File: src/sv/ppp_pkg.sv
package ppp_pkg;

    // Widths of the datapath.
    localparam int CoordW = 35;   // camera coordinate, signed
    localparam int MagW   = 34;   // magnitude of a camera coordinate
    localparam int HalfW  = 17;   // half of a magnitude for the split multiply
    localparam int PartW  = 33;   // 16 x 17 partial product
    localparam int RemW   = 62;   // divider remainder and shifted divisor
    localparam int QuoW   = 25;   // quotient bits kept; larger saturates anyway
    localparam int SumW   = 27;   // pixel value before saturation

    localparam logic signed [23:0] PixMax = 24'sh7FFFFF;
    localparam logic signed [23:0] PixMin = -24'sh800000;

    // Status codes.
    localparam logic [1:0] ST_INSIDE  = 2'd0;
    localparam logic [1:0] ST_BEHIND  = 2'd1;
    localparam logic [1:0] ST_OUTSIDE = 2'd2;

    // Register indexes.
    localparam logic [2:0] REG_POSE0  = 3'd0;
    localparam logic [2:0] REG_POSE1  = 3'd1;
    localparam logic [2:0] REG_POSE2  = 3'd2;
    localparam logic [2:0] REG_FOCAL  = 3'd3;
    localparam logic [2:0] REG_CENTER = 3'd4;
    localparam logic [2:0] REG_SIZE   = 3'd5;
    localparam logic [2:0] REG_MARGIN = 3'd6;

    // Item as it moves through the divider stages.
    typedef struct packed {
        logic            behind;
        logic            neg_u;
        logic            neg_v;
        logic            ovf_u;
        logic            ovf_v;
        logic [RemW-1:0] den;
        logic [RemW-1:0] rem_u;
        logic [RemW-1:0] rem_v;
        logic [QuoW-1:0] quo_u;
        logic [QuoW-1:0] quo_v;
    } div_t;

endpackage

File: src/sv/ppp_scale.sv
module ppp_scale
(
    input  logic                               clk,
    input  logic                               rst_n,
    input  logic                               en,
    input  logic                               in_valid,
    input  logic signed [ppp_pkg::CoordW-1:0]  xc,
    input  logic signed [ppp_pkg::CoordW-1:0]  yc,
    input  logic signed [ppp_pkg::CoordW-1:0]  zc,
    input  logic [15:0]                        fu,
    input  logic [15:0]                        fv,
    output logic                               out_valid,
    output ppp_pkg::div_t                      out_item
);

    localparam int RW = ppp_pkg::RemW;
    localparam int HW = ppp_pkg::HalfW;

    logic [ppp_pkg::MagW-1:0] mag_u;
    logic [ppp_pkg::MagW-1:0] mag_v;
    logic                     v3_reg;
    logic                     v4_reg;
    logic                     v5_reg;

    // Stage three registers.
    logic [ppp_pkg::PartW-1:0] pu_lo_reg, pu_hi_reg, pv_lo_reg, pv_hi_reg;
    logic [RW-1:0]             den3_reg;
    logic                      neg_u3_reg, neg_v3_reg, behind3_reg;

    // Stage four registers.
    logic [RW-1:0] nu4_reg, nv4_reg, den4_reg;
    logic          neg_u4_reg, neg_v4_reg, behind4_reg;

    // Stage five register.
    ppp_pkg::div_t item5_reg;
    logic [RW-1:0] num_u, num_v, dd;

    assign mag_u = xc[ppp_pkg::CoordW-1] ? ppp_pkg::MagW'(-xc) : ppp_pkg::MagW'(xc);
    assign mag_v = yc[ppp_pkg::CoordW-1] ? ppp_pkg::MagW'(-yc) : ppp_pkg::MagW'(yc);

    always_ff @(posedge clk or negedge rst_n)
    begin
        if (!rst_n)
        begin
            v3_reg <= 1'b0;
            v4_reg <= 1'b0;
            v5_reg <= 1'b0;
        end
        else if (en)
        begin
            v3_reg <= in_valid;
            v4_reg <= v3_reg;
            v5_reg <= v4_reg;
        end
    end

    // Stage three: focal length times magnitude, split in two halves.
    always_ff @(posedge clk)
    begin
        if (en)
        begin
            pu_lo_reg   <= fu * mag_u[HW-1:0];
            pu_hi_reg   <= fu * mag_u[2*HW-1:HW];
            pv_lo_reg   <= fv * mag_v[HW-1:0];
            pv_hi_reg   <= fv * mag_v[2*HW-1:HW];
            den3_reg    <= RW'(zc[ppp_pkg::MagW-1:0]);
            neg_u3_reg  <= xc[ppp_pkg::CoordW-1];
            neg_v3_reg  <= yc[ppp_pkg::CoordW-1];
            behind3_reg <= (zc <= 0);
        end
    end

    // Stage four: join the halves and scale by sixteen.
    always_ff @(posedge clk)
    begin
        if (en)
        begin
            nu4_reg     <= ((RW'(pu_hi_reg) << HW) + RW'(pu_lo_reg)) << 4;
            nv4_reg     <= ((RW'(pv_hi_reg) << HW) + RW'(pv_lo_reg)) << 4;
            den4_reg    <= den3_reg;
            neg_u4_reg  <= neg_u3_reg;
            neg_v4_reg  <= neg_v3_reg;
            behind4_reg <= behind3_reg;
        end
    end

    // Stage five: rounding numerator, doubled divisor and range check.
    assign num_u = (nu4_reg << 1) + den4_reg;
    assign num_v = (nv4_reg << 1) + den4_reg;
    assign dd    = den4_reg << 1;

    always_ff @(posedge clk)
    begin
        if (en)
        begin
            item5_reg.behind <= behind4_reg;
            item5_reg.neg_u  <= neg_u4_reg;
            item5_reg.neg_v  <= neg_v4_reg;
            item5_reg.ovf_u  <= num_u >= (dd << ppp_pkg::QuoW);
            item5_reg.ovf_v  <= num_v >= (dd << ppp_pkg::QuoW);
            item5_reg.den    <= dd;
            item5_reg.rem_u  <= num_u;
            item5_reg.rem_v  <= num_v;
            item5_reg.quo_u  <= '0;
            item5_reg.quo_v  <= '0;
        end
    end

    assign out_valid = v5_reg;
    assign out_item  = item5_reg;

endmodule

File: config.mk
export PLATFORM = sky130hd
export DESIGN_NAME = ppp_scale
export DESIGN_NICKNAME = d
export VERILOG_FILES = /design/src/sv/ppp_pkg.sv /design/src/sv/ppp_scale.sv
export SDC_FILE = /design/constraint.sdc
export NUM_CORES = 2
export LEC_CHECK = 0
export BUFFER_PORTS_ARGS = -buffer_cell sky130_fd_sc_hd__buf_2
export CORE_MARGIN = 2
export CORE_UTILIZATION = 40
export DETAILED_ROUTE_END_ITERATION = 6
export GPL_TIMING_DRIVEN = 0
export SETUP_SLACK_MARGIN = 0.3
export SLEW_MARGIN = 20
export SYNTH_ARGS = -nofsm -noshare
export SYNTH_HDL_FRONTEND = slang
export SYNTH_SLANG_ARGS = --single-unit
export TNS_END_PERCENT = 20
File: constraint.sdc
create_clock -name clk -period 5.9 [get_ports clk]
set_input_delay 0.295 -clock clk [delete_from_list [all_inputs] [get_ports clk]]
set_output_delay 0.295 -clock clk [all_outputs]
set_load 0.03 [all_outputs]
# == After elaboration in Yosys (flattened, before gate mapping) ==
# Index checks and enable logic that the tools add are counted.
# totals
reg_bits,474
latch_bits,0
ramBits,0
romBits,0
in_bits,141
out_inout_bits,242
elab_cells,40
mem_count,0
# classes
add_sub_neg,6
multipliers,4
div,0
n_lt_le_gt_ge,3
n_eq_ne,0
shifts,0
muxes,2
n_bitwise,0
n_reduce_logical,0
# op_table
operator,n
multiplier 16 x 17 -> 33 bit,4
>= comparator 62 x 60 -> 1 bit,2
adder 56 x 34 -> 57 bit,2
adder 50 x 33 -> 51 bit,2
2-to-1 mux 34 bit,2
negator 34 bit,2
less-or-equal comparator 35 x 1 -> 1 bit (second input constant),1

# == Depth between registers and ports, before layout ==
# logic_depth
word_depth,3
ltp_mapped,35
ltp_nobuf,33

# == Least setup slack after synthesis ==
# OpenSTA, ideal clock, no wires.
# synth_timing
path_type,input-to-reg
from,in yc[6] (netlist bit)
to,reg pv_hi_reg[32] (netlist bit) (data pin)
setup_time_ns,0.167
arrival_time_ns,8.455
required_ns,5.733
slack_ns,-2.722
cell_stages,30
path_buffers,2
path_cell_list,or4_4 or3_4 or4_4 or4_1 buf_2 o21a_1 a21oi_1 xnor2_1 clkbuf_1 nand2_1 fa_1 fa_1 inv_1 fa_1 fa_1 fa_1 inv_1 fa_1 inv_1 ha_1 a21o_1 a21o_1 a21oi_1 o21ai_0 a21oi_1 o21ai_0 and3_1 o41ai_1 nor2_1 a211oi_1
# synth_via
elab_chain_len,3
# synth_rtl
element,line_no,source
"start, declared",ppp_scale.sv:8,"input logic signed [ppp_pkg::CoordW-1:0] yc,"
negator 34 bit,ppp_scale.sv:39,assign mag_v = yc[ppp_pkg::CoordW-1] ? ppp_pkg::MagW'(-yc) : ppp_pkg::MagW'(yc);
2-to-1 mux 34 bit,ppp_scale.sv:39,
multiplier 16 x 17 -> 33 bit,ppp_scale.sv:65,pv_hi_reg <= fv * mag_v[2*HW-1:HW];
"end signal, assigned",ppp_scale.sv:65,
"end, declared",ppp_scale.sv:26,"logic [ppp_pkg::PartW-1:0] pu_lo_reg, pu_hi_reg, pv_lo_reg, pv_hi_reg;"
# Every way passes these cells.
# A chain may end at the register's enable or synchronous reset.

# == Worst setup path in the final report ==
# layout_timing
from,in xc[9] (netlist bit)
to,reg pu_hi_reg[31] (netlist bit) (data pin)
# layout_via
elab_chain_len,3
# layout_rtl
element,line_no,source
"start, declared",ppp_scale.sv:7,"input logic signed [ppp_pkg::CoordW-1:0] xc,"
negator 34 bit,ppp_scale.sv:38,assign mag_u = xc[ppp_pkg::CoordW-1] ? ppp_pkg::MagW'(-xc) : ppp_pkg::MagW'(xc);
2-to-1 mux 34 bit,ppp_scale.sv:38,
multiplier 16 x 17 -> 33 bit,ppp_scale.sv:63,pu_hi_reg <= fu * mag_u[2*HW-1:HW];
"end signal, assigned",ppp_scale.sv:63,
"end, declared",ppp_scale.sv:26,
# Every way passes these cells.

==> summary.md <==
| Metric | Value |
|---|---|
| Status | finished, violations left |
| Failing checks | negative setup slack |
| Clock sinks | 454 |
| Startpoint class of the critical path | input pin |
| Hold Fails Final Rpt | 0 |
| Final max-slew violation count | 0 |
| DR vias | 43200 |
| Final WS setup | -2.39 ns |
| Delay-heaviest family, CP | adder cells |
| Commonest non-fill, non-tap cell in the layout | inv_1 |
| Pin count of the biggest net entering global routing | 106 |
| WL/cell | 20.7 um |
| Met1 global-route usage | 0.327 |
| Vias in the first global route | 44000 |
| GRT Total Usage | 0.236 |
| FF+latch count, synth | 454 |
| Std-Cell Rows | 139 |
| DR DRC count | 0 |
| MaxCap Viol Count | 0 |
| Critical Path RT | 6.28 ns |
| Syn Inst Count | 5796 |
| H-Tree Depth | 2 |
| Commonest non-fill, non-tap cells in the layout | inv_1 (1001), fa_1 (818), nand2_1 (743) |
| Worst Path Buf+Inv | 6 |
| Seq/Total Area, Yosys | 0.235 |
| GR peak layer | met2 |
| RSZ-0062 raised after global routing | true |
| Synth Warn # | 0 |
| Worst Skew | 0.0363 ns |
| Hold_ws | 0.0680 ns |
| HP Class | input pin to flop |
| Crit Path Category | input pin to flop |
| Post-synth ARST share | 0.00661 |
| CP Data Arrival Time | 8.67 ns |
| Later-pin clock latency in the skew report | 0.61 ns |
| Fin cells | 8393 |
| Final ANT Viol Nets | 0 |
| Vias per inst | 5.15 |
| CP Capture Type | flop |
| Worst Path Max Fanout | 5 |
| Max-slew headroom | 0.250 |
| Initial DRC count | 3094 |
| EDFF count, synth | 451 |
| Die X | 385 um |
| Layout cells sized above 1 | 0.173 |
| Effective utilization at floorplan | 0.403 |
| Crit share post-route | 1.40 |
| Io pins | 383 |
| CTS root buf | clkbuf_16 |
| Worst Tran Pin Value | 1.12 ns |
| Core area | 0.144 mm2 |
| CTS Buffer Depth | 3 |
| Placed cells | 8083 |
| Fmax | 121 MHz |
| Total CTS buffers | 49 |
| Met2 GRT Util | 0.376 |
| Die Height | 385 um |
| First-pass GRT wire length | 264 mm |
| Endpoints failing setup | 94 |
| Initial antenna violation count | 30 |
| Syn Area/Cell | 10.0 um2 |
| Yosys cell types | 80 |
| Critical Path Most Common Cell | fa_1 |
| Remaining global-route overflow | 0 |
| Netlist Area Pre-Place | 0.0580 mm2 |
| Reg clk slew, reported paths | 0.06 ns |
| Tmin final | 8.29 ns |
| Die footprint | 0.148 mm2 |
| Port Buf Inserts | 292 |
| Critical Path Max Stage Delay | 0.57 ns |
| Area delta synth->final | 19.7% |
| HPWL after DPL | 140 mm |
| Ys flop type | edfxtp_1 |
| GPL Wtd Cong | 0.922 |
| Fin nets | 7996 |
| TritonCTS clock tree | yes |
| Slowest CP cell | or4_4 |
| Final wirelength | 174 mm |
| Drt pass-1 iters | 6 |
| Max reg flops | 143 |
| Met3 Use GR | 0.0343 |
-- metrics by stage --
step            TNS, ns  setup slack (ns)   util  area (um2)
3_3_place_gp   -1295.45             -4.21  0.436       62700
4_1_cts         -137.66             -2.40  0.473       68000
3_5_place_dp    -289.91             -4.28  0.437       62800
6_report        -138.47             -2.39  0.483       69400
2_1_floorplan   -126.78             -2.25      -       58800
5_1_grt         -155.18             -2.60  0.483       69400
-- routing by layer --
layer / up-vias / wire, um
li1: 19600 / -
met1: 21700 / 76200
met2: 1589 / 78400
met3: 327 / 12400
met4: 22 / 6820
met5: - / 163
-- synth_stat cells, types with 105 or more instances --
cell type / count / share of area
inv_1: 1027 / 0.066
fa_1: 836 / 0.29
nand2_1: 762 / 0.049
ha_1: 574 / 0.12
and2_1: 452 / 0.049
edfxtp_1: 451 / 0.23
xnor2_1: 225 / 0.034
clkbuf_1: 172 / 0.011
a21oi_1: 158 / 0.014
nor2_1: 154 / 0.010
a21o_1: 110 / 0.014
o21ai_0: 105 / 0.0091
-- final timing paths --
check / from / to / slack (ns) / cells after the start
setup / recovery: xc[9] / pu_hi_reg[31]$_DFFE_PP_ / -2.39 / 30
max in group asynchronous: rst_n / v4_reg$_DFFE_PN0P_ / 5.16 / 3
hold reg to reg: pv_lo_reg[2]$_DFFE_PP_ / nv4_reg[6]$_DFFE_PP_ / 0.41 / 0
hold / removal: yc[34] / neg_v3_reg$_DFFE_PP_ / 0.07 / 1
min in group asynchronous: rst_n / out_valid$_DFFE_PN0P_ / 0.60 / 3
setup reg to reg: den4_reg[18]$_DFFE_PP_ / out_item[236]$_DFFE_PP_ / -1.07 / 21
-- layout make-up --
type | count | area, um2
flip-flops and latches | 454 | 13600
well taps | 1903 | 2380
repair buffers | 511 | 3500
fillers | 13200 | 74400
plain buffers | 282 | 1950
clock inverters | 31 | 312
multi-input cells | 4120 | 42500
inverters | 1027 | 3860
diodes | 7 | 17.5
clock buffers | 58 | 1280
-- cells by family after synthesis --
kind of cell    after synthesis  share of synthesized area
compound gates              600                     0.0690
xor+xnor                    325                     0.0491
fa+ha+maj                  1410                      0.412
buf+inv                    1309                     0.0914
flops                       454                      0.235
mux                           3                   0.000582
other cells                   1                  0.0000647
simple gates               1694                      0.143
-- worst reg2reg max path: cells and delay by family, from the launching register on --
| family | cells | cell delay (ns) |
|---|---|---|
| flip-flops | 1 | 0.54 |
| buffers and inverters | 2 | 0.56 |
| XOR/XNOR | 1 | 0.41 |
| AO/OA/AOI/OAI | 6 | 1.10 |
| adder cells (fa/ha/maj) | 2 | 0.54 |
| AND/OR/NAND/NOR | 10 | 3.69 |
-- repair_timing --
action,in CTS,in global routing
endpoints found under the hold margin,40,0
setup endpoints to repair,107,104
resized for setup,426,225
cloned,0,1
hold buffers,39,0
buffers inserted,110,64
pin swaps,96,120
Power is not shown: default switching activity piles up to over one toggle a cycle in this logic, so the estimate is an artifact.
