File: src/sv/ppp_pkg.sv
package ppp_pkg;

    // Widths of the datapath.
    localparam int CoordW = 35;   // camera coordinate, signed
    localparam int MagW   = 34;   // magnitude of a camera coordinate
    localparam int HalfW  = 17;   // half of a magnitude for the split multiply
    localparam int PartW  = 33;   // 16 x 17 partial product
    localparam int RemW   = 62;   // divider remainder and shifted divisor
    localparam int QuoW   = 25;   // quotient bits kept; larger saturates anyway
    localparam int SumW   = 27;   // pixel value before saturation

    localparam logic signed [23:0] PixMax = 24'sh7FFFFF;
    localparam logic signed [23:0] PixMin = -24'sh800000;

    // Status codes.
    localparam logic [1:0] ST_INSIDE  = 2'd0;
    localparam logic [1:0] ST_BEHIND  = 2'd1;
    localparam logic [1:0] ST_OUTSIDE = 2'd2;

    // Register indexes.
    localparam logic [2:0] REG_POSE0  = 3'd0;
    localparam logic [2:0] REG_POSE1  = 3'd1;
    localparam logic [2:0] REG_POSE2  = 3'd2;
    localparam logic [2:0] REG_FOCAL  = 3'd3;
    localparam logic [2:0] REG_CENTER = 3'd4;
    localparam logic [2:0] REG_SIZE   = 3'd5;
    localparam logic [2:0] REG_MARGIN = 3'd6;

    // Item as it moves through the divider stages.
    typedef struct packed {
        logic            behind;
        logic            neg_u;
        logic            neg_v;
        logic            ovf_u;
        logic            ovf_v;
        logic [RemW-1:0] den;
        logic [RemW-1:0] rem_u;
        logic [RemW-1:0] rem_v;
        logic [QuoW-1:0] quo_u;
        logic [QuoW-1:0] quo_v;
    } div_t;

endpackage

File: src/sv/ppp_finish.sv
module ppp_finish
(
    input  logic               clk,
    input  logic               rst_n,
    input  logic               en,
    input  logic               in_valid,
    input  ppp_pkg::div_t      in_item,
    input  logic [15:0]        cu,
    input  logic [15:0]        cv,
    input  logic [15:0]        width,
    input  logic [15:0]        height,
    input  logic [15:0]        margin,
    output logic               out_valid,
    output logic signed [23:0] pixel_u,
    output logic signed [23:0] pixel_v,
    output logic [1:0]         status
);

    localparam int SW = ppp_pkg::SumW;

    logic signed [SW-1:0] qu, qv, su, sv, lo_lim, hi_u, hi_v;
    logic signed [23:0]   sat_u, sat_v;
    logic                 in_u, in_v;
    logic                 v_reg;
    logic signed [23:0]   pu_reg, pv_reg;
    logic [1:0]           st_reg;

    // Signed offsets from the principal point.
    assign qu = in_item.neg_u ? -SW'(in_item.quo_u) : SW'(in_item.quo_u);
    assign qv = in_item.neg_v ? -SW'(in_item.quo_v) : SW'(in_item.quo_v);
    assign su = $signed(SW'({cu, 4'b0})) + qu;
    assign sv = $signed(SW'({cv, 4'b0})) + qv;

    // Bordered image limits in 1/16 pixel.
    assign lo_lim = $signed(SW'({margin, 4'b0}));
    assign hi_u   = $signed(SW'({width, 4'b0})) - lo_lim;
    assign hi_v   = $signed(SW'({height, 4'b0})) - lo_lim;

    assign in_u = !in_item.ovf_u && (lo_lim < su) && (su < hi_u);
    assign in_v = !in_item.ovf_v && (lo_lim < sv) && (sv < hi_v);

    // Saturation; an overflowed quotient always lands on a rail.
    always_comb
    begin
        if (in_item.ovf_u)
            sat_u = in_item.neg_u ? ppp_pkg::PixMin : ppp_pkg::PixMax;
        else if (su > SW'(ppp_pkg::PixMax))
            sat_u = ppp_pkg::PixMax;
        else if (su < SW'(ppp_pkg::PixMin))
            sat_u = ppp_pkg::PixMin;
        else
            sat_u = su[23:0];

        if (in_item.ovf_v)
            sat_v = in_item.neg_v ? ppp_pkg::PixMin : ppp_pkg::PixMax;
        else if (sv > SW'(ppp_pkg::PixMax))
            sat_v = ppp_pkg::PixMax;
        else if (sv < SW'(ppp_pkg::PixMin))
            sat_v = ppp_pkg::PixMin;
        else
            sat_v = sv[23:0];
    end

    always_ff @(posedge clk or negedge rst_n)
    begin
        if (!rst_n)
            v_reg <= 1'b0;
        else if (en)
            v_reg <= in_valid;
    end

    // Output register.
    always_ff @(posedge clk)
    begin
        if (en)
        begin
            if (in_item.behind)
            begin
                pu_reg <= '0;
                pv_reg <= '0;
                st_reg <= ppp_pkg::ST_BEHIND;
            end
            else
            begin
                pu_reg <= sat_u;
                pv_reg <= sat_v;
                st_reg <= (in_u && in_v) ? ppp_pkg::ST_INSIDE : ppp_pkg::ST_OUTSIDE;
            end
        end
    end

    assign out_valid = v_reg;
    assign pixel_u   = pu_reg;
    assign pixel_v   = pv_reg;
    assign status    = st_reg;

endmodule

File: config.mk
export PLATFORM = sky130hd
export DESIGN_NAME = ppp_finish
export DESIGN_NICKNAME = d
export VERILOG_FILES = /design/src/sv/ppp_pkg.sv /design/src/sv/ppp_finish.sv
export SDC_FILE = /design/constraint.sdc
export NUM_CORES = 1
export LEC_CHECK = 0
export BUFFER_PORTS_ARGS = -buffer_cell sky130_fd_sc_hd__buf_2
export CAP_MARGIN = 20
export CORE_AREA = 4 4 145 147
export CTS_CLUSTER_DIAMETER = 150
export DETAILED_ROUTE_END_ITERATION = 12
export DIE_AREA = 0 0 149 151
export PLACE_DENSITY = 0.85
export SLEW_MARGIN = 10
export SYNTH_ARGS = -nofsm -noshare
export SYNTH_HDL_FRONTEND = slang
export SYNTH_SLANG_ARGS = --single-unit
File: constraint.sdc
create_clock -name clk -period 1.05 [get_ports clk]
set_input_delay 0.105 -clock clk [delete_from_list [all_inputs] [get_ports clk]]
set_output_delay 0.105 -clock clk [all_outputs]
set_load 0.01 [all_outputs]
; Word level (Yosys, flattened, before mapping)
; Cells that the tools add are included.
[totals]
mem_bits_ro = 0
memories = 0
output_inout_bits = 51
reg_bits = 51
latchBits = 0
in_bits = 325
ram_bits = 0
[op_classes]
n_eq_ne = 0
multipliers = 0
addsub = 6
n_div = 0
mux = 11
shifts = 0
order_cmp = 8
bitwise = 0
reduce_logical = 7
[ops]
columns = cell, count
row1 = $mux W24, 8
row2 = $add A21 B27 Y27, 2
row3 = $gt A27 B24 Y1 const B, 2
row4 = $lt A21 B27 Y1, 2
row5 = $lt A27 B21 Y1, 2
row6 = $lt A27 B24 Y1 const B, 2
row7 = $mux W27, 2
row8 = $neg A25 Y27, 2
row9 = $sub A20 B20 Y21, 2
row10 = $logic_and A1 B1 Y1, 5
row11 = $logic_not A1 Y1, 2
row12 = $mux W2, 1

; Depth between registers and ports, before layout
[depth]
word_depth = 8
mapped_depth = 26

; Worst setup path before layout
; OpenSTA, ideal clock, no wires.
[synth_path]
path_kind = input -> register
start = input in_item[239] in the netlist's numbering
end = register st_reg[1] (netlist: status[1]) (data pin)
required_time_ps = 781
t_arrival_ps = 4704
setup_time_ps = 269
setup_slack_ps = -3924
path_stages = 25
cell_sequence = buf_1 clkbuf_1 clkbuf_1 clkbuf_1 nand2_1 xnor2_1 ha_1 inv_1 fa_1 nor2b_1 o2111ai_1 nor3b_1 o21ai_0 xor2_1 inv_1 ha_1 a211oi_1 o21a_1 a21oi_1 o311ai_0 a211oi_1 o2111ai_1 a21oi_1 o31ai_1 o211ai_1
[synth_via]
elab_chain_cells = 7
elab_cells_between_ends = 8
[synth_rtl]
columns = item, line_no
row1 = from (decl), ppp_finish.sv:7  ; input ppp_pkg::div_t in_item,
row2 = $mux W27 (*), ppp_finish.sv:29  ; assign qu = in_item.neg_u ? -SW'(in_item.quo_u) : SW'(in_item.quo_u);
row3 = $add A21 B27 Y27 (*), ppp_finish.sv:31  ; assign su = $signed(SW'({cu, 4'b0})) + qu;
row4 = $lt A21 B27 Y1, ppp_finish.sv:39  ; assign in_u = !in_item.ovf_u && (lo_lim < su) && (su < hi_u);
row5 = $logic_and A1 B1 Y1, ppp_finish.sv:39
row6 = $logic_and A1 B1 Y1 (*), ppp_finish.sv:39
row7 = $logic_and A1 B1 Y1 (*), ppp_finish.sv:87  ; st_reg <= (in_u && in_v) ? ppp_pkg::ST_INSIDE : ppp_pkg::ST_OUTSIDE;
row8 = $mux W2 (*), ppp_finish.sv:87
row9 = to (signal assigned), ppp_finish.sv:81  ; st_reg <= ppp_pkg::ST_BEHIND;
row10 = to (signal assigned), ppp_finish.sv:87
row11 = to (decl), ppp_finish.sv:26  ; logic [1:0] st_reg;
; Every way passes the cells marked *; elsewhere a longest branch is shown, timed or not.
; A chain may end at the register's enable or synchronous reset.

; Final worst setup path
[layout_path]
start = input in_item[0] in the netlist's numbering
end = register st_reg[1] (netlist: status[1]) (data pin)
[layout_via]
elab_chain_cells = 8
elab_cells_between_ends = 9
[layout_rtl]
columns = item, line_no
row1 = $neg A25 Y27, ppp_finish.sv:30  ; assign qv = in_item.neg_v ? -SW'(in_item.quo_v) : SW'(in_item.quo_v);
row2 = $mux W27 (*), ppp_finish.sv:30
row3 = $add A21 B27 Y27 (*), ppp_finish.sv:32  ; assign sv = $signed(SW'({cv, 4'b0})) + qv;
row4 = $lt A21 B27 Y1, ppp_finish.sv:40  ; assign in_v = !in_item.ovf_v && (lo_lim < sv) && (sv < hi_v);
row5 = $logic_and A1 B1 Y1, ppp_finish.sv:40
row6 = $logic_and A1 B1 Y1 (*), ppp_finish.sv:40
row7 = $logic_and A1 B1 Y1 (*), ppp_finish.sv:87
row8 = $mux W2 (*), ppp_finish.sv:87
; Marks and branches as above.

==> results.ini <==
[min_path]
hold_class = primary input to flip-flop
hp-start = in_valid
holdPathStages = 2
worstHoldEndpoint = out_valid$_DFFE_PN0P_

[place]
place_congestion = 0.954
place_hpwl_um = 26300
placedCellCount = 1932
dp_slack_ps = -3950
portBuffers = 189

[route]
firstDrtPassIters = 6
drc = 0
wl_per_cell_um = 19.3
drt_first_iter_violations = 1045
dr_total_vias = 11800
viasPerCell = 5.90
routed_wirelength_um = 38500
drtAntennaViolNets = 0

[timing]
min_period_ps = 4730
hold_viol = 0
slew_headroom_pct = 55.5
worstMarginPinSlew_ps = 666
setup_viol = 49
grt_setup_unrepaired = yes
skew_ps = 0
fmax_ghz = 0.211
final_max_slew_viol_count = 0
layout_setup_ws_ps = -3680
whs_ps = 43.0
period_share_pct = 450

[yosys]
ys_seq_area_share_pct = 17.3
ys_seq_elements = 51
ys_types = 84
synth-xor-area-share_pct = 10.7
yosysWarnings = 0
synth_edf_count = 50
syn_avg_cell_area_um2 = 7.97
synth_ff_type = edfxtp_1
synthAdderAreaFrac_pct = 19.1
synthMuxAreaShare_pct = 0.594
syn_nets = 1567
synth_area_um2 = 8840
synth_top_family_by_area = compound AO/OA/AOI/OAI gates
postSynth.asyncResetShare_pct = 1.96
synthesis.instances = 1110
synth_compound_area_share_pct = 27.5
yosys.area_share.simple_pct = 19.5

[final_layout]
finalCoreUtilization_pct = 74.6
drive_gt1_share_pct = 49.6
final_cells = 1996
area_delta_synth_final_pct = 67.9
fin_nets = 2178

[grt]
grtUsageMet2_pct = 50.6
grt_pass1_vias = 11300
grtUsageMet1_pct = 37.6
busiest_layer = met2
antenna_found_initial = 4
track_usage_pct = 29.5
overflow = 0
grt_first_pass_wirelength_um = 54000
grt_max_degree = 32
grt.met3_usage_pct = 4.22

[worst_setup_path]
reg2reg_slack_ps = 320
timing.rr.end = out_valid$_DFFE_PN0P_
r2r_start = out_valid$_DFFE_PN0P_
reg2reg_depth = 1
critPathMaxFanout = 4
worst_setup_path_end_kind = flip-flop
arrival_ps = 4760
start_kind = primary input
critical_path_required_ps = 1080
worstSetupPathType = primary input to flip-flop

[clock_network]
tritoncts = yes
path_clk_slew_ps = 60
clkSinkCount = 51
root_buffer = clkbuf_16
cts_max_level = 2
cts_buffer_depth = 2
clk_latency_ps = 290
numCtsBuffers = 5

[run]
cap_violations = 0

[run_status]
status = finished with violations
violations = setup timing

[die]
die_h_um = 151
rows = 52
core_area_um2 = 19900
die_area_um2 = 22500
ios = 376
floorplan.initialDensity_pct = 44.4
die_w_um = 149

[power]
leakagePower_nw = 6.97
worst_ir_drop_vdd_v = 0.000940
p_per_area_nw_per_um2 = 1110

## layer usage
| metal | wire length (µm) | vias to the layer above |
|---|---|---|
| met1 | 14800 | 5478 |
| met2 | 17700 | 700 |
| li1 | - | 5373 |
| met3 | 3590 | 219 |
| met5 | 13 | - |
| met4 | 2390 | 2 |
## worst max-delay path by stage
| stage | slack [ps] | cells past startpoint | start | endpoint |
|---|---|---|---|---|
| 3_3_place_gp | -3840 | 19 | in_item[33] | status[1]$_SDFFCE_PP0P_ |
| 4_1_cts | -3400 | 27 | in_item[29] | status[1]$_SDFFCE_PP0P_ |
| 5_1_grt | -3790 | 22 | in_item[0] | status[1]$_SDFFCE_PP0P_ |
| 2_1_floorplan | -3500 | 24 | in_item[238] | status[1]$_SDFFCE_PP0P_ |
| 6_report | -3680 | 22 | in_item[0] | status[1]$_SDFFCE_PP0P_ |
| 3_5_place_dp | -3950 | 19 | in_item[33] | status[1]$_SDFFCE_PP0P_ |
## placed cells by master, fill, tap and decap left out, drive strengths merged, types with 13 or more instances in the layout
master	n
nand2	101
xor2	34
nand3	18
buf	637
xnor2	71
nor4	14
o21ai	74
a21oi	99
a211oi	21
o21a	21
nand2b	24
ha	128
o211ai	18
or3	16
nor3	25
a21o	16
edfxtp	50
a31oi	13
inv	84
nor2	58
o31ai	20
o41ai	16
## through the flow
stage	TNS, ps	total power, mW	cell area, µm²
finish	-162230	16.5	14800
CTS	-154620	15.2	14400
floorplan	-154170	7.84	8980
global route	-167530	17.4	14800
global placement	-172630	11.8	13100
detailed placement	-174040	12.1	13100
## sequential cells by signal, summed over array words and instances, names as in the netlist
name / flops
out_valid: 1
pixel_v: 24
pixel_u: 24
status: 2
## synth_stat cells (4+ instances only)
| library cell | number | area share (%) |
|---|---|---|
| a2111oi_0 | 5 | 0.50 |
| a211oi_1 | 20 | 1.7 |
| a21o_1 | 16 | 1.4 |
| a21oi_1 | 98 | 5.5 |
| a31oi_1 | 13 | 0.92 |
| a41oi_1 | 4 | 0.40 |
| and2_1 | 11 | 0.78 |
| and3_1 | 6 | 0.42 |
| buf_2 | 8 | 0.45 |
| clkbuf_1 | 22 | 0.93 |
| edfxtp_1 | 50 | 17 |
| fa_1 | 4 | 0.91 |
| ha_1 | 128 | 18 |
| inv_1 | 83 | 3.5 |
| nand2_1 | 101 | 4.3 |
| nand2b_1 | 24 | 1.7 |
| nand3_1 | 18 | 1.0 |
| nand3b_1 | 5 | 0.42 |
| nand4_1 | 8 | 0.57 |
| nor2_1 | 56 | 2.4 |
| nor2b_1 | 12 | 0.85 |
| nor3_1 | 25 | 1.4 |
| nor4_1 | 14 | 0.99 |
| o2111ai_1 | 7 | 0.69 |
| o211ai_1 | 18 | 1.5 |
| o21a_1 | 21 | 1.8 |
| o21ai_0 | 68 | 3.8 |
| o21ai_1 | 5 | 0.28 |
| o21bai_1 | 5 | 0.42 |
| o22ai_1 | 6 | 0.42 |
| o31a_1 | 4 | 0.40 |
| o31ai_1 | 18 | 1.5 |
| o41ai_1 | 14 | 1.4 |
| or2_2 | 11 | 0.78 |
| or3_1 | 16 | 1.1 |
| or4_1 | 10 | 0.85 |
| xnor2_1 | 71 | 7.0 |
| xor2_1 | 34 | 3.4 |
## critical path, cell delays in order
cell and delay, ps:
buf_6 90, buf_4 140, inv_1 70, ha_2 220, nor4b_4 340, nand2_2 160
o41ai_2 360, xnor2_1 180, ha_1 280, and2_4 160, nor2b_2 150, a32o_2 260
or3_1 380, xnor2_2 170, ha_1 390, a21o_1 290, a31oi_4 220, o221ai_1 130
o21ai_1 200, a211oi_2 110, o31ai_1 240, o211ai_1 130
## cell type report
class                      count  area, µm²
antenna                        4       10.0
inverter                      84        315
tap                          270        338
fill                        1340       5060
timing repair buffer         638       4590
sequential                    51       1530
clock buffer                   6        129
clock inverter                 2       60.1
multi-input combinational    941       7880
## repair_timing
item	CTS	global route
gates cloned	6	0
setup endpoints to repair	49	49
endpoints found under the hold margin	1	0
buffers inserted	40	19
pin swaps	62	80
gates resized for setup	143	127
hold buffers	1	0
## power by group
part / internal (mW) / switching (mW)
clock network: 1.37 / 0.765
registers: 2.48 / 0.0655
logic: 5.72 / 6.10
## logic make-up after synthesis
logic type / count (synthesis)
xor+xnor: 106
mux: 5
simple gates: 335
fa+ha+maj: 133
flops: 51
compound gates: 362
buf+inv: 118
No activity file was read; power rests on OpenSTA's default activity.
