$ cat src/sv/ppp_pkg.sv
package ppp_pkg;

    // Widths of the datapath.
    localparam int CoordW = 35;   // camera coordinate, signed
    localparam int MagW   = 34;   // magnitude of a camera coordinate
    localparam int HalfW  = 17;   // half of a magnitude for the split multiply
    localparam int PartW  = 33;   // 16 x 17 partial product
    localparam int RemW   = 62;   // divider remainder and shifted divisor
    localparam int QuoW   = 25;   // quotient bits kept; larger saturates anyway
    localparam int SumW   = 27;   // pixel value before saturation

    localparam logic signed [23:0] PixMax = 24'sh7FFFFF;
    localparam logic signed [23:0] PixMin = -24'sh800000;

    // Status codes.
    localparam logic [1:0] ST_INSIDE  = 2'd0;
    localparam logic [1:0] ST_BEHIND  = 2'd1;
    localparam logic [1:0] ST_OUTSIDE = 2'd2;

    // Register indexes.
    localparam logic [2:0] REG_POSE0  = 3'd0;
    localparam logic [2:0] REG_POSE1  = 3'd1;
    localparam logic [2:0] REG_POSE2  = 3'd2;
    localparam logic [2:0] REG_FOCAL  = 3'd3;
    localparam logic [2:0] REG_CENTER = 3'd4;
    localparam logic [2:0] REG_SIZE   = 3'd5;
    localparam logic [2:0] REG_MARGIN = 3'd6;

    // Item as it moves through the divider stages.
    typedef struct packed {
        logic            behind;
        logic            neg_u;
        logic            neg_v;
        logic            ovf_u;
        logic            ovf_v;
        logic [RemW-1:0] den;
        logic [RemW-1:0] rem_u;
        logic [RemW-1:0] rem_v;
        logic [QuoW-1:0] quo_u;
        logic [QuoW-1:0] quo_v;
    } div_t;

endpackage

$ cat src/sv/ppp_cfg.sv
module ppp_cfg
(
    input  logic        clk,
    input  logic        rst_n,
    input  logic        psel,
    input  logic        penable,
    input  logic        pwrite,
    input  logic [5:0]  paddr,
    input  logic [63:0] pwdata,
    output logic [63:0] prdata,
    output logic        pready,
    output logic [63:0] pose0,
    output logic [63:0] pose1,
    output logic [63:0] pose2,
    output logic [31:0] focal,
    output logic [31:0] center,
    output logic [31:0] size,
    output logic [15:0] margin
);

    logic [63:0] pose0_reg, pose1_reg, pose2_reg;
    logic [31:0] focal_reg, center_reg, size_reg;
    logic [15:0] margin_reg;
    logic        wr;
    logic [2:0]  idx;

    assign pready = 1'b1;
    assign wr     = psel && penable && pwrite;
    assign idx    = paddr[5:3];

    // Register writes; an unused index is ignored.
    always_ff @(posedge clk or negedge rst_n)
    begin
        if (!rst_n)
        begin
            pose0_reg  <= 64'd1152921504606846976;
            pose1_reg  <= 64'd17592186044416;
            pose2_reg  <= 64'd268435456;
            focal_reg  <= 32'd131074000;
            center_reg <= 32'd104858500;
            size_reg   <= 32'd209717000;
            margin_reg <= 16'd40;
        end
        else if (wr)
        begin
            unique case (idx)
                ppp_pkg::REG_POSE0:  pose0_reg  <= pwdata;
                ppp_pkg::REG_POSE1:  pose1_reg  <= pwdata;
                ppp_pkg::REG_POSE2:  pose2_reg  <= pwdata;
                ppp_pkg::REG_FOCAL:  focal_reg  <= pwdata[31:0];
                ppp_pkg::REG_CENTER: center_reg <= pwdata[31:0];
                ppp_pkg::REG_SIZE:   size_reg   <= pwdata[31:0];
                ppp_pkg::REG_MARGIN: margin_reg <= pwdata[15:0];
                default: ;
            endcase
        end
    end

    // Read decode.
    always_comb
    begin
        unique case (idx)
            ppp_pkg::REG_POSE0:  prdata = pose0_reg;
            ppp_pkg::REG_POSE1:  prdata = pose1_reg;
            ppp_pkg::REG_POSE2:  prdata = pose2_reg;
            ppp_pkg::REG_FOCAL:  prdata = {32'b0, focal_reg};
            ppp_pkg::REG_CENTER: prdata = {32'b0, center_reg};
            ppp_pkg::REG_SIZE:   prdata = {32'b0, size_reg};
            ppp_pkg::REG_MARGIN: prdata = {48'b0, margin_reg};
            default:             prdata = '0;
        endcase
    end

    assign pose0  = pose0_reg;
    assign pose1  = pose1_reg;
    assign pose2  = pose2_reg;
    assign focal  = focal_reg;
    assign center = center_reg;
    assign size   = size_reg;
    assign margin = margin_reg;

endmodule

$ cat config.mk
export PLATFORM = sky130hd
export DESIGN_NAME = ppp_cfg
export DESIGN_NICKNAME = d
export VERILOG_FILES = /design/src/sv/ppp_pkg.sv /design/src/sv/ppp_cfg.sv
export SDC_FILE = /design/constraint.sdc
export NUM_CORES = 1
export LEC_CHECK = 0
export BUFFER_PORTS_ARGS = -buffer_cell sky130_fd_sc_hd__buf_2
export CELL_PAD_IN_SITES_DETAIL_PLACEMENT = 1
export CELL_PAD_IN_SITES_GLOBAL_PLACEMENT = 1
export CORE_MARGIN = 1
export CORE_UTILIZATION = 30
export CTS_CLUSTER_SIZE = 24
export DETAILED_ROUTE_END_ITERATION = 8
export GPL_ROUTABILITY_DRIVEN = 0
export PLACE_DENSITY_LB_ADDON = 0.1
export SLEW_MARGIN = 20
export SYNTH_ARGS = -nofsm -noshare
export SYNTH_HDL_FRONTEND = slang
export SYNTH_SLANG_ARGS = --single-unit
$ cat constraint.sdc
create_clock -name clk -period 1.7 [get_ports clk]
set_input_delay 0.085 -clock clk [delete_from_list [all_inputs] [get_ports clk]]
set_output_delay 0.085 -clock clk [all_outputs]
set_load 0.03 [all_outputs]
-- Word level (Yosys, flattened, before mapping)
Index checks and enable logic that the tools add are counted.
- input port bits: 75
- register bits after elaboration: 304
- word-level logic and storage cells: 24
- multiplexer cells: 1
- reductions and logical operators: 10
- eq/ne operators: 6
- operators with widths (kind ; count):
    $pmux 64 s7 ; 1
    $reduce_and 2->1 ; 7
    $eq 3x3->1 const B ; 3
    $eq 3x2->1 const B ; 2
    $eq 3x1->1 const B ; 1
    $logic_not 3->1 ; 1
    $logic_and 1x1->1 ; 2

-- Longest topological paths before layout
- word-level depth: 3
- mapped depth: 6
- mapped depth without buffers: 3

-- Least setup slack after synthesis
No wires, ideal clock.
- path kind: input to output
- start point: in paddr[4]
- end point: out prdata[0]
- path buffers: 2
- slack: 61 ps
- data required time: 1615 ps
- data arrival time: 1554 ps
- stages on the path: 5
- path through: buf_2 > buf_2 > nor2_1 > a22oi_1 > o21ai_0
- word-level cells in the longest chain between the ends: 2
- elaborated cells between the ends (all ways): 8
- RTL lines (item ; line ; RTL):
    start: declaration ; ppp_cfg.sv:8 ; input logic [5:0] paddr,
    $eq 3x3->1, or another cell as far along ; ppp_cfg.sv:62 ; unique case (idx)
    $pmux 64 s7 (*) ; ppp_cfg.sv:62 ;
    end: declaration ; ppp_cfg.sv:10 ; output logic [63:0] prdata,
Every way passes the cells marked *; elsewhere a longest branch is shown, timed or not.

-- Final worst setup path
- start point: reg pose1_reg[3] (netlist: pose1[3])
- end point: out prdata[3]
- word-level cells in the longest chain between the ends: 1
- RTL lines (item ; line ; RTL):
    start: declaration ; ppp_cfg.sv:21 ; logic [63:0] pose0_reg, pose1_reg, pose2_reg;
    start signal: assignment ; ppp_cfg.sv:48 ; ppp_pkg::REG_POSE1: pose1_reg <= pwdata;
    $pmux 64 s7 ; ppp_cfg.sv:62 ;
Every way passes these cells.

==> report_table.html <==
<table>
<tr><th>Metric</th><th>Value</th></tr>
<tr><th colspan="2">Layout</th></tr>
<tr><td>Number of nets in the layout</td><td>between 1500 and 2000</td></tr>
<tr><td>Register area</td><td>7650 sq um</td></tr>
<tr><td>Share of cells above drive strength 1</td><td>0.654</td></tr>
<tr><td>Multi-input combinational cell area</td><td>6570 sq um</td></tr>
<tr><td>Summed area of non-filler cells in the final layout</td><td>21200 sq um</td></tr>
<tr><td>Leading cell types in the layout, fill and taps excluded</td><td>sky130_fd_sc_hd__buf_2, sky130_fd_sc_hd__mux2_2, sky130_fd_sc_hd__dfrtp_1</td></tr>
<tr><td>Leading cell type in the layout, fill and taps excluded</td><td>sky130_fd_sc_hd__buf_2</td></tr>
<tr><td>Fillcell total</td><td>4896</td></tr>
<tr><td>Area growth, synth to finish</td><td>50.1%</td></tr>
<tr><th colspan="2">Worst setup path</th></tr>
<tr><td>Slowest-stage cell, CP</td><td>sky130_fd_sc_hd__dfrtp_1</td></tr>
<tr><td>Crit. End Element</td><td>output pin</td></tr>
<tr><td>Critical path class</td><td>register to output pin</td></tr>
<tr><td>Crit start category</td><td>register</td></tr>
<tr><td>CP max stage delay</td><td>0.37 ns</td></tr>
<tr><td>Cell-by-cell trace of the critical path</td><td>mux2_2, a221oi_2, o21ai_1, buf_4</td></tr>
<tr><td>Cell class contributing the biggest share of worst-path delay</td><td>compound AO/OA/AOI/OAI gates</td></tr>
<tr><td>CP bufs+invs</td><td>1</td></tr>
<tr><td>Critical Path RT</td><td>1.62 ns</td></tr>
<tr><td>Worst path depth</td><td>4</td></tr>
<tr><td>Data arrival time at the worst-slack endpoint</td><td>about 1.8 ns</td></tr>
<tr><td>Number of cells on the worst reg-to-reg path</td><td>3</td></tr>
<tr><td>Worst-path fanout max</td><td>2</td></tr>
<tr><th colspan="2">Timing</th></tr>
<tr><td>Final-layout setup total negative slack</td><td>-1.24 ns</td></tr>
<tr><td>Post-route worst setup slack</td><td>-0.147 ns</td></tr>
<tr><td>Final Critical Period</td><td>1.85 ns</td></tr>
<tr><td>Fin. Hold Viols</td><td>0</td></tr>
<tr><td>Crit share post-route</td><td>1.09</td></tr>
<tr><td>Number of pins exceeding their max-slew limit in the final report</td><td>0</td></tr>
<tr><td>Final setup skew</td><td>0 ns</td></tr>
<tr><td>Total setup violations reported at the end of the flow</td><td>16</td></tr>
<tr><td>Setup repair after global routing missed its margin</td><td>true</td></tr>
<tr><td>Top achievable clock speed</td><td>541 MHz</td></tr>
<tr><th colspan="2">Clocking</th></tr>
<tr><td>Depth of the CTS H-tree</td><td>2</td></tr>
<tr><td>Clock buffer count from CTS</td><td>38</td></tr>
<tr><td>Clock transition time at the flip-flop clock pins of the worst setup and hold paths</td><td>0.05 ns</td></tr>
<tr><td>Root cell of the clock tree</td><td>sky130_fd_sc_hd__clkbuf_16</td></tr>
<tr><td>Sink count of the clock tree</td><td>approximately 300</td></tr>
<tr><td>Clk_lat worst skew</td><td>0.54 ns</td></tr>
<tr><td>Clock tree from TritonCTS</td><td>done</td></tr>
<tr><td>Max clock buf depth</td><td>3</td></tr>
<tr><th colspan="2">Place</th></tr>
<tr><td>HPWL Detailed</td><td>37.6 mm</td></tr>
<tr><td>Cell Area, Placed</td><td>roughly 18000 sq um</td></tr>
<tr><td>Count of buffers inserted at the top-level ports</td><td>approximately 440</td></tr>
<tr><th colspan="2">GRT</th></tr>
<tr><td>Routing usage on met3</td><td>0.0510</td></tr>
<tr><td>Met1 Usage GRT</td><td>0.291</td></tr>
<tr><td>Global-route track usage on met2</td><td>0.370</td></tr>
<tr><td>First-pass GRT wire length</td><td>80.5 mm</td></tr>
<tr><td>Number of global-route vias before repair</td><td>12300</td></tr>
<tr><td>Number of antenna violations at the first check in global routing</td><td>1</td></tr>
<tr><td>Layer carrying the most global-route usage</td><td>met2</td></tr>
<tr><td>Leftover overflow at the end of global routing</td><td>0</td></tr>
<tr><td>Pin count of the biggest net entering global routing</td><td>50</td></tr>
<tr><td>Gr usage total</td><td>0.225</td></tr>
<tr><th colspan="2">Route</th></tr>
<tr><td>Ratio of routed vias to standard cells</td><td>4.94</td></tr>
<tr><td>1st-pass router iterations</td><td>4</td></tr>
<tr><td>Number of nets with antenna violations after detailed routing</td><td>0</td></tr>
<tr><td>Starting DRC count in detailed routing</td><td>447</td></tr>
<tr><td>Aggregate routed wire length</td><td>about 55 mm</td></tr>
<tr><td>Via count</td><td>11600</td></tr>
<tr><td>DRC viols</td><td>0</td></tr>
<tr><td>Average detailed-routed wire length per instance</td><td>between 20 and 25 um</td></tr>
<tr><th colspan="2">Pwr</th></tr>
<tr><td>Power density cells</td><td>1320 nW/um^2</td></tr>
<tr><td>Total Power Consumption</td><td>~28 mW</td></tr>
<tr><td>Standby leakage power</td><td>10.3 nW</td></tr>
<tr><td>Maximum vdd ir drop</td><td>between 0.7 and 0.8 mV</td></tr>
<tr><th colspan="2">Yosys</th></tr>
<tr><td>Cell count after synthesis</td><td>~1100</td></tr>
<tr><td>Cell area after technology mapping</td><td>14100 sq um</td></tr>
<tr><td>Total of flip-flops plus latches after synthesis</td><td>a little over 300</td></tr>
<tr><td>Distinct cell type count after synthesis</td><td>39</td></tr>
<tr><td>Synthesis Warnings</td><td>0</td></tr>
<tr><td>Flip-flop cell with the highest count after synthesis</td><td>sky130_fd_sc_hd__dfrtp_1</td></tr>
<tr><td>Async SR Flop Fraction</td><td>1.00</td></tr>
<tr><td>Post-synth EDFFs</td><td>0</td></tr>
<tr><td>Synthesized Nets</td><td>about 1100</td></tr>
<tr><td>Synthesized area per cell</td><td>13.5 sq um</td></tr>
<tr><td>Portion of the post-synthesis area used by sequential elements</td><td>0.541</td></tr>
<tr><th colspan="2">Flow run</th></tr>
<tr><td>Max-cap check violation count</td><td>0</td></tr>
<tr><th colspan="2">Outcome</th></tr>
<tr><td>Violated checks</td><td>setup timing</td></tr>
<tr><td>Status</td><td>finished, violations left</td></tr>
<tr><th colspan="2">Floorplanning</th></tr>
<tr><td>Starting Density</td><td>0.304</td></tr>
<tr><td>Number of cell rows</td><td>a little under 80</td></tr>
<tr><td>Die footprint</td><td>roughly 48000 sq um</td></tr>
<tr><td>Num ports</td><td>444</td></tr>
<tr><td>Width of the die</td><td>between 200 and 250 um</td></tr>
<tr><td>Std-Cell Core Area</td><td>46600 sq um</td></tr>
<tr><td>Height of the chip</td><td>219 um</td></tr>
<tr><th colspan="2">Hold path</th></tr>
<tr><td>Hold Crit Class</td><td>primary input to async pin</td></tr>
</table>
cell families after synthesis:
family | synth area share
and+or+nand+nor | 0.0675
buffers and inverters | 0.0261
other | 0.000265
DFF | 0.541
muxes | 0.314
AOI/OAI and AO/OA | 0.0513
where the power goes:
group	internal [mW]	switching (mW)
Combinational	3.90	5.97
Clock	5.13	3.16
Sequential	8.77	1.14
Total	17.8	10.3
metal layers:
| metal | wire length [um] | vias up |
|---|---|---|
| met5 | 0 | - |
| met2 | 26400 | 338 |
| met1 | 23200 | 5997 |
| li1 | - | 5133 |
| met3 | 3480 | 84 |
| met4 | 1520 | 0 |
cell usage after synthesis, types with 8 or more instances:
| cell type | count | area, sq um |
|---|---|---|
| sky130_fd_sc_hd__nor2b_1 | 15 | 93.8 |
| sky130_fd_sc_hd__a221oi_1 | 11 | 96.3 |
| sky130_fd_sc_hd__a22oi_1 | 8 | 60.1 |
| sky130_fd_sc_hd__nand2_1 | 45 | 169 |
| sky130_fd_sc_hd__a21oi_1 | 38 | 190 |
| sky130_fd_sc_hd__dfstp_2 | 31 | 815 |
| sky130_fd_sc_hd__o211ai_1 | 14 | 105 |
| sky130_fd_sc_hd__o21ai_0 | 15 | 75.1 |
| sky130_fd_sc_hd__mux2_1 | 25 | 282 |
| sky130_fd_sc_hd__nand4b_1 | 16 | 140 |
| sky130_fd_sc_hd__mux2_2 | 310 | 3490 |
| sky130_fd_sc_hd__nand3b_1 | 9 | 67.6 |
| sky130_fd_sc_hd__buf_2 | 46 | 230 |
| sky130_fd_sc_hd__mux2i_1 | 67 | 671 |
| sky130_fd_sc_hd__or2_2 | 33 | 206 |
| sky130_fd_sc_hd__dfrtp_1 | 273 | 6830 |
| sky130_fd_sc_hd__clkbuf_1 | 24 | 90.1 |
| sky130_fd_sc_hd__a21o_1 | 8 | 60.1 |
repair_timing:
action	CTS	global route
setup endpoints to repair	60	60
gates resized for setup	136	73
cloned	0	0
pin swaps	30	33
hold endpoints to repair	516	0
buffers inserted	78	39
hold buffers	65	0
through the flow:
| step | cells | worst slack, ns | hold slack (ns) | util |
|---|---|---|---|---|
| detailed placement | 2090 | 0.0761 | 0.0430 | 0.381 |
| CTS | 2300 | -0.203 | 0.0501 | 0.444 |
| global placement | 2090 | 0.0922 | 0.0295 | 0.381 |
| finish | 2340 | -0.147 | 0.0434 | 0.456 |
| global route | 2340 | -0.230 | 0.0713 | 0.456 |
| floorplan | 1051 | 0.0609 | -0.211 | - |
cell type report:
| class | count | area share |
|---|---|---|
| Sequential cell | 304 | 0.360 |
| Multi-Input combinational cell | 668 | 0.310 |
| Timing Repair Buffer | 692 | 0.234 |
| Clock buffer | 58 | 0.0545 |
| Tap cell | 607 | 0.0358 |
| Clock inverter | 9 | 0.00595 |
| Inverter | 1 | 0.000177 |
| Antenna cell | 1 | 0.000118 |
path summary, 6_finish.rpt:
path / startpoint / slack (ns) / to
worst max-delay path: pose1[3]$_DFFE_PN0P_ / -0.15 / prdata[3]
worst min-delay path: rst_n / 0.04 / center[19]$_DFFE_PN0P_
worst max register to register: pose2[39]$_DFFE_PN0P_ / 0.64 / pose2[39]$_DFFE_PN0P_
worst min register to register: pose2[4]$_DFFE_PN0P_ / 0.52 / pose2[4]$_DFFE_PN0P_
max in group asynchronous: rst_n / 0.86 / pose2[1]$_DFFE_PN0P_
min in group clk: penable / 0.29 / pose0[31]$_DFFE_PN0P_
No activity file was read; power rests on OpenSTA's default activity.
